--- config.mk ---
export PLATFORM = sky130hd
export DESIGN_NAME = xor_frame_command_receiver
export DESIGN_NICKNAME = d
export VERILOG_FILES = /design/src/rtl/core/xfcr_pkg.sv /design/src/rtl/core/xor_frame_command_receiver.sv /design/src/rtl/core/xfcr_skid.sv
export SDC_FILE = /design/constraint.sdc
export NUM_CORES = 1
export LEC_CHECK = 0
export BUFFER_PORTS_ARGS = -buffer_cell sky130_fd_sc_hd__buf_2
export CELL_PAD_IN_SITES_DETAIL_PLACEMENT = 1
export CELL_PAD_IN_SITES_GLOBAL_PLACEMENT = 2
export CORE_UTILIZATION = 30
export CTS_BUF_LIST = sky130_fd_sc_hd__clkbuf_8 sky130_fd_sc_hd__clkbuf_16
export CTS_CLUSTER_SIZE = 40
export DETAILED_ROUTE_END_ITERATION = 10
export PLACE_DENSITY_LB_ADDON = 0.1
export SYNTH_ARGS = -nofsm -noshare
export SYNTH_HDL_FRONTEND = slang
export SYNTH_SLANG_ARGS = --single-unit
--- constraint.sdc ---
create_clock -name clk_i -period 4.9 [get_ports clk_i]
set_clock_uncertainty 0.2 [all_clocks]
set_input_delay 0.98 -clock clk_i [delete_from_list [all_inputs] [get_ports clk_i]]
set_output_delay 0.98 -clock clk_i [all_outputs]
set_load 0.05 [all_outputs]
--- src/rtl/core/xfcr_pkg.sv ---
// Shared constants, result type and action codes for the framed command receiver.
package xfcr_pkg;

  // Frame buffer size in bytes (head included); valid range 8 to 255
  localparam int unsigned BUFFER_BYTES = 128;
  localparam int unsigned CNT_W        = 8;

  localparam logic [CNT_W-1:0] BufferLimit = CNT_W'(BUFFER_BYTES);
  localparam logic [CNT_W-1:0] MinHeld     = CNT_W'(5);

  // Framing bytes
  localparam logic [7:0] HEAD_BYTE = 8'hAA;
  localparam logic [7:0] TAIL_BYTE = 8'hBB;

  // Command opcodes
  localparam logic [7:0] OP_START = 8'h01;
  localparam logic [7:0] OP_STOP  = 8'h02;
  localparam logic [7:0] OP_RESET = 8'h03;
  localparam logic [7:0] OP_QUERY = 8'h04;

  typedef enum logic [2:0] {
    ACT_NONE    = 3'd0,
    ACT_START   = 3'd1,
    ACT_STOP    = 3'd2,
    ACT_RESET   = 3'd3,
    ACT_QUERY   = 3'd4,
    ACT_UNKNOWN = 3'd5
  } action_e;

  typedef struct packed {
    logic       frame_end;
    logic       frame_ok;
    logic       overflow;
    logic [7:0] command_code;
    action_e    action;
    logic       slam_active;
  } result_t;

endpackage

--- src/rtl/core/xor_frame_command_receiver.sv ---
// Top level: hunts head/tail framed command requests and checks their XOR byte.
// A result is registered in the output buffer when its byte is accepted.
// Throughput: one byte per cycle while the output buffer is not full; a two-entry
// output buffer keeps input ready while one finished result waits downstream.
// Reset: frame state, running flag and output buffer clear asynchronously.
module xor_frame_command_receiver (
  input  logic       clk_i,
  input  logic       rst_ni,
  input  logic       in_valid_i,
  output logic       in_ready_o,
  input  logic [7:0] rx_byte_i,
  output logic       out_valid_o,
  input  logic       out_ready_i,
  output logic       frame_end_o,
  output logic       frame_ok_o,
  output logic       overflow_o,
  output logic [7:0] command_code_o,
  output logic [2:0] action_o,
  output logic       slam_active_o
);
  import xfcr_pkg::*;

  logic             in_frame_q, in_frame_d;
  logic [CNT_W-1:0] cnt_q, cnt_d, cnt_next;
  logic [7:0]       cmd_q, cmd_d;
  logic [7:0]       len_q, len_d, len_eff;
  logic [7:0]       xor_q, xor_d;
  logic             captured_q, captured_d;
  logic             match_q, match_d;
  logic             run_q, run_d;
  logic [8:0]       pos_x;
  logic             accept;
  result_t          res;
  result_t          out_res;

  assign accept   = in_valid_i && in_ready_o;
  assign pos_x    = {1'b0, cnt_q};
  assign cnt_next = cnt_q + CNT_W'(1);
  assign len_eff  = (cnt_q == CNT_W'(2)) ? rx_byte_i : len_q;

  // Advance the frame parser by one byte
  always_comb begin
    in_frame_d = in_frame_q;
    cnt_d      = cnt_q;
    cmd_d      = cmd_q;
    len_d      = len_q;
    xor_d      = xor_q;
    captured_d = captured_q;
    match_d    = match_q;
    run_d      = run_q;
    res        = '0;
    res.action = ACT_NONE;
    if (!in_frame_q) begin
      if (rx_byte_i == HEAD_BYTE) begin
        in_frame_d = 1'b1;
        cnt_d      = CNT_W'(1);
        cmd_d      = '0;
        len_d      = '0;
        xor_d      = '0;
        captured_d = 1'b0;
        match_d    = 1'b0;
      end
    end else begin
      cnt_d = cnt_next;
      if (cnt_q == CNT_W'(1)) cmd_d = rx_byte_i;
      if (cnt_q == CNT_W'(2)) len_d = rx_byte_i;
      // Fold command, length and data into the running XOR
      if (pos_x <= 9'd2 + {1'b0, len_eff}) xor_d = xor_q ^ rx_byte_i;
      // Capture the check byte and compare it against the XOR so far
      if (pos_x == 9'd3 + {1'b0, len_eff}) begin
        captured_d = 1'b1;
        match_d    = (xor_q == rx_byte_i);
      end
      if (cnt_next >= BufferLimit) begin
        in_frame_d    = 1'b0;
        res.frame_end = 1'b1;
        res.overflow  = 1'b1;
      end else if (rx_byte_i == TAIL_BYTE && cnt_next >= MinHeld) begin
        in_frame_d    = 1'b0;
        res.frame_end = 1'b1;
        // Early tail leaves captured_q low, so the frame is rejected
        if (captured_q && match_q) begin
          res.frame_ok     = 1'b1;
          res.command_code = cmd_q;
          case (cmd_q)
            OP_START: begin
              res.action = ACT_START;
              run_d      = 1'b1;
            end
            OP_STOP: begin
              res.action = ACT_STOP;
              run_d      = 1'b0;
            end
            OP_RESET: begin
              res.action = ACT_RESET;
              run_d      = 1'b0;
            end
            OP_QUERY: res.action = ACT_QUERY;
            default:  res.action = ACT_UNKNOWN;
          endcase
        end
      end
    end
    res.slam_active = run_d;
  end

  always_ff @(posedge clk_i or negedge rst_ni) begin
    if (!rst_ni) begin
      in_frame_q <= 1'b0;
      cnt_q      <= '0;
      cmd_q      <= '0;
      len_q      <= '0;
      xor_q      <= '0;
      captured_q <= 1'b0;
      match_q    <= 1'b0;
      run_q      <= 1'b0;
    end else if (accept) begin
      in_frame_q <= in_frame_d;
      cnt_q      <= cnt_d;
      cmd_q      <= cmd_d;
      len_q      <= len_d;
      xor_q      <= xor_d;
      captured_q <= captured_d;
      match_q    <= match_d;
      run_q      <= run_d;
    end
  end

  // Hold results until taken
  xfcr_skid u_skid (
    .clk_i   (clk_i),
    .rst_ni  (rst_ni),
    .valid_i (in_valid_i),
    .ready_o (in_ready_o),
    .data_i  (res),
    .valid_o (out_valid_o),
    .ready_i (out_ready_i),
    .data_o  (out_res)
  );

  assign frame_end_o    = out_res.frame_end;
  assign frame_ok_o     = out_res.frame_ok;
  assign overflow_o     = out_res.overflow;
  assign command_code_o = out_res.command_code;
  assign action_o       = out_res.action;
  assign slam_active_o  = out_res.slam_active;

`ifndef ASSERT_OFF
  a_ovf_rejects: assert property (@(posedge clk_i) disable iff (!rst_ni)
    out_valid_o && overflow_o |-> frame_end_o && !frame_ok_o)
    else $error("overflow result not a rejected frame end");

  a_action_ok: assert property (@(posedge clk_i) disable iff (!rst_ni)
    out_valid_o |-> ((out_res.action != ACT_NONE) == frame_ok_o))
    else $error("action code disagrees with frame_ok");

  a_cnt_range: assert property (@(posedge clk_i) disable iff (!rst_ni)
    in_frame_q |-> (cnt_q != '0) && (cnt_q < BufferLimit))
    else $error("byte count out of range inside a frame");

  a_hunt: assert property (@(posedge clk_i) disable iff (!rst_ni)
    accept && !in_frame_q && rx_byte_i != HEAD_BYTE |=> !in_frame_q)
    else $error("frame opened without head byte");

  a_start_sets: assert property (@(posedge clk_i) disable iff (!rst_ni)
    accept && res.action == ACT_START |=> run_q)
    else $error("start command did not set running flag");
`endif

endmodule

--- src/rtl/core/xfcr_skid.sv ---
// Two-entry output buffer: result register plus skid register.
module xfcr_skid (
  input  logic             clk_i,
  input  logic             rst_ni,
  input  logic             valid_i,
  output logic             ready_o,
  input  xfcr_pkg::result_t data_i,
  output logic             valid_o,
  input  logic             ready_i,
  output xfcr_pkg::result_t data_o
);
  import xfcr_pkg::*;

  logic    main_valid_q, main_valid_d;
  logic    skid_valid_q, skid_valid_d;
  result_t main_q, main_d;
  result_t skid_q, skid_d;
  logic    push, pop;

  assign ready_o = !skid_valid_q;
  assign valid_o = main_valid_q;
  assign data_o  = main_q;
  assign push    = valid_i && ready_o;
  assign pop     = main_valid_q && ready_i;

  // Refill the result register from skid or input; park input in skid on stall
  always_comb begin
    main_valid_d = main_valid_q;
    skid_valid_d = skid_valid_q;
    main_d       = main_q;
    skid_d       = skid_q;
    if (pop) begin
      if (skid_valid_q) begin
        main_d       = skid_q;
        skid_valid_d = 1'b0;
      end else begin
        main_d       = data_i;
        main_valid_d = push;
      end
    end else if (push) begin
      if (!main_valid_q) begin
        main_d       = data_i;
        main_valid_d = 1'b1;
      end else begin
        skid_d       = data_i;
        skid_valid_d = 1'b1;
      end
    end
  end

  always_ff @(posedge clk_i or negedge rst_ni) begin
    if (!rst_ni) begin
      main_valid_q <= 1'b0;
      skid_valid_q <= 1'b0;
    end else begin
      main_valid_q <= main_valid_d;
      skid_valid_q <= skid_valid_d;
    end
  end

  always_ff @(posedge clk_i) begin
    main_q <= main_d;
    skid_q <= skid_d;
  end

endmodule
### Word-level counts from Yosys, hierarchy flattened

Cells that the tools add are included.

| operators by class | value |
|---|---|
| muxes and demuxes | 43 |
| bitwise gates (word level) | 2 |
| magnitude comparators | 3 |
| reduce and logical (&&, ||, !) cells | 17 |
| add/sub/neg operators | 3 |
| eq/ne operators | 15 |

Operator list:

| operator | count |
|---|---|
| 8-bit 2-to-1 mux | 9 |
| 15-bit 2-to-1 mux | 4 |
| 11-bit 2-to-1 mux | 3 |
| 8-bit by 2-bit equality test with 1-bit output (second input constant) | 3 |
| 1-bit 2-to-1 mux | 23 |
| 2-bit by 8-bit adder with 9-bit output (first input constant) | 2 |
| 8-bit by 1-bit equality test with 1-bit output (second input constant) | 2 |
| 8-bit equality test (second input constant) | 2 |
| 14-bit 2-to-1 mux | 1 |
| 3-bit one-hot mux with 4 select lines | 1 |
| 3-bit AND reduction | 4 |
| 8-bit by 9-bit equality test with 1-bit output | 1 |
| 8-bit by 9-bit <= comparator with 1-bit output | 1 |
| 8-bit by 1-bit adder with 8-bit output (second input constant) | 1 |
| 8-bit by 3-bit equality test with 1-bit output (second input constant) | 1 |
| 8-bit equality test | 1 |
| 8-bit by 3-bit greater-or-equal comparator with 1-bit output (second input constant) | 1 |
| 8-bit greater-or-equal comparator (second input constant) | 1 |
| 2-bit AND reduction | 4 |
| 8-bit bitwise XOR | 1 |
| 2-bit by 1-bit inequality test with 1-bit output (second input constant) | 3 |
| 2-bit nonzero test | 3 |
| 1-bit logical AND | 4 |
| 2-bit inequality test (second input constant) | 2 |
| 5 further kinds | 5 |

| word-level totals | value |
|---|---|
| register bits | 68 |
| output and inout bits | 17 |
| word-level logic and storage cells | 105 |
| input port bits | 12 |

### Depth between registers and ports, before layout

| logic depth | value |
|---|---|
| depth after elaboration | 10 |
| mapped depth | 19 |
| depth with buffers taken out | 16 |

### Modules after synthesis

A second synthesis with hierarchy kept.

| unflattened totals | value |
|---|---|
| cells, all modules | 395 |
| area, all modules | 4,186.5 um^2 |

By module, submodules not included:

| module | instances | area each (um^2) | cells an instance |
|---|---|---|---|
| xor_frame_command_receiver | 1 | 2,951.6 | 336 |
| xfcr_skid | 1 | 1,234.9 | 59 |

### Least setup slack after synthesis

OpenSTA, ideal clock, no wires.

| timing | value |
|---|---|
| kind | register to register |
| from | reg cnt_q[0] |
| to | reg xor_q[0] |
| path slack | 0.950 ns |
| clock period less this slack | 3.950 ns |
| data arrival time | 3.617 ns |
| cell stages (with the launch flop) | 18 |
| path through | dfrtp_1 > inv_1 > ha_1 > or4b_4 > nor2_4 > buf_6 > mux2i_1 > nand4_1 > xor2_1 > nand2_1 > o21ai_0 > ha_1 > or3_1 > o221a_2 > a21oi_1 > o21ba_1 > buf_6 > o211ai_1 |

| on the way | value |
|---|---|
| cells in the longest elaborated chain, start to end | 6 |

RTL lines:

| what | RTL line | source |
|---|---|---|
| start, declared | xor_frame_command_receiver.sv:24 | `logic [CNT_W-1:0] cnt_q, cnt_d, cnt_next;` |
| start signal, assigned | xor_frame_command_receiver.sv:119 | `cnt_q <= cnt_d;` |
| 8-bit by 2-bit equality test with 1-bit output | xor_frame_command_receiver.sv:39 | `assign len_eff = (cnt_q == CNT_W'(2)) ? rx_byte_i : len_q;` |
| 8-bit 2-to-1 mux | -- |  |
| 2-bit by 8-bit adder with 9-bit output | xor_frame_command_receiver.sv:68 | `if (pos_x <= 9'd2 + {1'b0, len_eff}) xor_d = xor_q ^ rx_byte_i;` |
| 8-bit by 9-bit <= comparator with 1-bit output * | xor_frame_command_receiver.sv:68 |  |
| 2-bit by 1-bit inequality test with 1-bit output (no source line) * | -- |  |
| 3-bit AND reduction (no source line) * | -- |  |
| end signal, assigned | xor_frame_command_receiver.sv:122 | `xor_q <= xor_d;` |
| end, declared | xor_frame_command_receiver.sv:27 | `logic [7:0] xor_q, xor_d;` |

Every way passes the cells marked *; elsewhere a longest branch is shown, timed or not.
A chain may end at the register's enable or synchronous reset.

### Worst setup path after layout

| timing | value |
|---|---|
| from | reg cnt_q[0] |
| to | reg xor_q[4] |

Same word-level chain as after synthesis.

==> impl_metrics.csv <==
group,metric,value,unit
pwr,p_int,0.00141,W
timing,fmax,222,MHz
cells_and_area,fin_nets,470,
global_routing,antenna_found_initial,0,
clock_tree,ctsHoldBuffers,0,
pwr,p_sw_share,37.4,%
timing,rsz0062_at_grt,"false",
clock_tree,ctsLongestPathBuffers,2,
logic_synthesis,syn_nets,453,
critical_path,critPathMaxStageDelay,0.58,ns
floorplan,io_pins,29,
timing,drv_slew,0,
pwr,switchingPower,0.000841,W
logic_synthesis,synth_cell_types,62,
critical_path,worstPathRequired,4.95,ns
floorplan,dieHeight,121,um
clock_tree,clk_pin_slew,0.06,ns
logic_synthesis,syn_avg_cell_area,10.0,um^2
detailed_routing,first_pass_iters,8,
status,outcome,"finished, violations left",
global_routing,grt_pass1_vias,3470,
pwr,p_clk_share,31.3,%
timing,min_period_over_period,92.0,%
worst_hold_path,hold_path.class,"flop to flop",
pwr,power_frac_seq,37.0,%
timing,hold_viol_final,0,
global_routing,grt_pass1_wl,20100,um
timing,relSlewSlack,31.1,%
detailed_routing,viasPerCell,5.30,
detailed_routing,first_iter_violations,158,
critical_path,crit_slowest_cell,"or3_1",
critical_path,crit_chain,"inv_1 > ha_1 > or4b_4 > nor2_4 > nand2_1 > nand2_1 > ha_1 > nand3_1 > xnor2_1 > a21oi_1 > ha_1 > nand4_1 > o21ai_0 > or3_1 > o21ba_1 > o211ai_1",
logic_synthesis,synth_seq_cells,68,
global_routing,grt_max_degree,39,
place,port_buffers,28,
critical_path,critPathMaxFanout,12,
detailed_routing,vias,3328,
timing,fin_crit,4.51,ns
place,gp_congestion,0.828,
logic_synthesis,syn_inst,426,
cells_and_area,final_common_cell,"nand2_1",
cells_and_area,finish.utilization,34.6,%
timing,finalSetupTns,0,ns
clock_tree,cts_tree,"yes",
cells_and_area,layout_common_cells,"49 x nand2_1, 38 x dfrtp_1, 34 x o21ai_0",
critical_path,path_class,"flop to flop",
flow_run,cap_violations,0,
floorplan,initial_core_util,30.7,%
clock_tree,clk_latency,0.34,ns
detailed_routing,wl_per_cell,19.2,um
logic_synthesis,async_reset_ff_share,55.9,%
cells_and_area,fillers,1595,
status,violations,"DRC",
global_routing,grt.total_usage,18.3,%
pwr,combPwrFrac,31.6,%
floorplan,rows,43,
floorplan,design.core.area,13900,um^2
pwr,p_per_area,469,nW/um^2
timing,finalSetupViolCount,0,
timing,worst-slew-pin-transition,1.03,ns
pwr,peakVddDrop,0.000200,V
detailed_routing,wirelength,12100,um
critical_path,startpoint,"cnt_q[0]",
clock_tree,ctsHtreeMaxLevel,3,
critical_path,regToRegStartpoint,"cnt_q[0]",
clock_tree,clock-sinks,68,
clock_tree,cts_setup_buffers,0,
cells_and_area,diodes,0,
logic_synthesis,synth-main-ff-cell,"dfrtp_1",
logic_synthesis,synth_edf_count,30,
clock_tree,cts_buffers,9,
critical_path,cp.arrival,4.56,ns
worst_hold_path,min_from,"captured_q",
logic_synthesis,ys_warn_count,0,
detailed_routing,drc,2,
clock_tree,cts-resized-gates,0,
clock_tree,clockRootBuffer,"clkbuf_16",
critical_path,worst_path_most_repeated_cell,"ha_1",
cells_and_area,area_growth,12.6,%
pwr,leakage,1.97,nW
global_routing,grt_overflow_total,0,
logic_synthesis,syn_area,4260,um^2
floorplan,die_w,121,um
critical_path,endpoint_kind,"flop",
floorplan,die-area,14700,um^2
cells_and_area,final_layout_size_suffix_gt1_share,17.4,%
logic_synthesis,synth_seq_area_share,43.5,%
detailed_routing,antenna_left,0,
place,dp_hpwl,8450,um
critical_path,startpoint_type,"flop",
[per-stage QoR]
stage	power [W]	worst slack, ns	cells	hold WS [ns]	area, um^2
after floorplan	0.00137	0.950	426	0.255	4260
after global placement	0.00155	0.513	612	0.277	4480
after detailed placement	0.00157	0.423	612	0.281	4480
after CTS	0.00228	0.375	628	0.298	4800
after global routing	0.00239	0.0354	628	0.336	4800
final	0.00225	0.391	628	0.293	4800
[worst paths after layout]
path	endpoint	slack, ns	cells past startpoint
max in group asynchronous	xor_q[4]	3.28	1
min in group asynchronous	cnt_q[4]	0.61	1
setup reg to reg	xor_q[4]	0.39	16
hold reg to reg	captured_q	0.29	1
setup / recovery	xor_q[4]	0.39	16
hold / removal	captured_q	0.29	1
[power by group through the flow]
stage | sequential (W) | clock [W] | combinational [W]
global route | 0.000856 | 0.000743 | 0.000788
detailed placement | 0.000846 | 0 | 0.000720
floorplan | 0.000977 | 0 | 0.000390
finish | 0.000833 | 0.000705 | 0.000712
global placement | 0.000837 | 0 | 0.000711
CTS | 0.000835 | 0.000726 | 0.000723
[Yosys cell counts, types with 3 or more instances]
library cell | instances | area share [%]
o31ai_1 | 3 | 0.53
clkbuf_8 | 4 | 1.3
o211ai_1 | 9 | 1.6
nand4_1 | 6 | 0.88
mux2i_1 | 8 | 1.9
buf_6 | 4 | 1.1
o21ai_0 | 36 | 4.2
a21oi_1 | 11 | 1.3
ha_1 | 15 | 4.4
and3_1 | 9 | 1.3
a41oi_1 | 3 | 0.62
mux2_2 | 13 | 3.4
clkbuf_1 | 11 | 0.97
dfrtp_1 | 38 | 22
xor2_1 | 11 | 2.3
a22o_1 | 14 | 2.9
nand3b_1 | 10 | 1.8
a31oi_1 | 5 | 0.73
nor2_1 | 13 | 1.1
nor3_1 | 14 | 1.6
edfxtp_1 | 30 | 21
nand3_1 | 13 | 1.5
xnor2_1 | 16 | 3.3
buf_4 | 3 | 0.53
or3_1 | 4 | 0.59
and2_1 | 10 | 1.5
a21o_1 | 3 | 0.53
buf_2 | 5 | 0.59
nand2_1 | 49 | 4.3
inv_1 | 17 | 1.5
[sequential cells by signal, summed over array words and instances, names as in the netlist]
register	count
u_skid.skid_q	15
cmd_q	8
xor_q	8
u_skid.valid_o	1
captured_q	1
len_q	8
match_q	1
u_skid.skid_valid_q	1
cnt_q	8
run_q	1
in_frame_q	1
u_skid.data_o	15
[per-layer routing]
metal	GRT usage, %	part of all wire (%)	vias up
met1	25.6	51	1687
met3	2.73	2.2	16
li1	-	-	1582
met2	28.2	45	43
met5	0	0	-
met4	7.41	1.9	0
[critical path: cells and delay by family, from the launching register on]
kind,cells,cell delay [ns]
buffers and inverters,1,0.14
and+or+nand+nor,7,1.81
adders and majority gates,3,0.76
xor gates and xnor gates,1,0.14
AOI/OAI and AO/OA,4,0.87
DFF,1,0.47
[layout make-up]
class	count	area, um^2	area share [%]
multi-input cells	311	2140	44.5
inverters	17	63.8	1.33
flip-flops and latches	68	1850	38.6
clock buffers	9	225	4.69
repair buffers	36	200	4.17
clock inverters	7	93.8	1.96
well taps	180	225	4.69
[cell families (layout without fill, tap and decap cells)]
group | count (synthesis) | after routing | synth area share, %
buffers and inverters | 47 | 69 | 6.35
AO/OA/AOI/OAI | 98 | 98 | 15.4
XOR/XNOR | 27 | 27 | 5.55
flip-flops | 68 | 68 | 43.5
adder cells (fa/ha/maj) | 15 | 15 | 4.41
multiplexers | 21 | 21 | 5.32
AND/OR/NAND/NOR | 150 | 150 | 19.5
No activity file was read; power rests on OpenSTA's default activity.
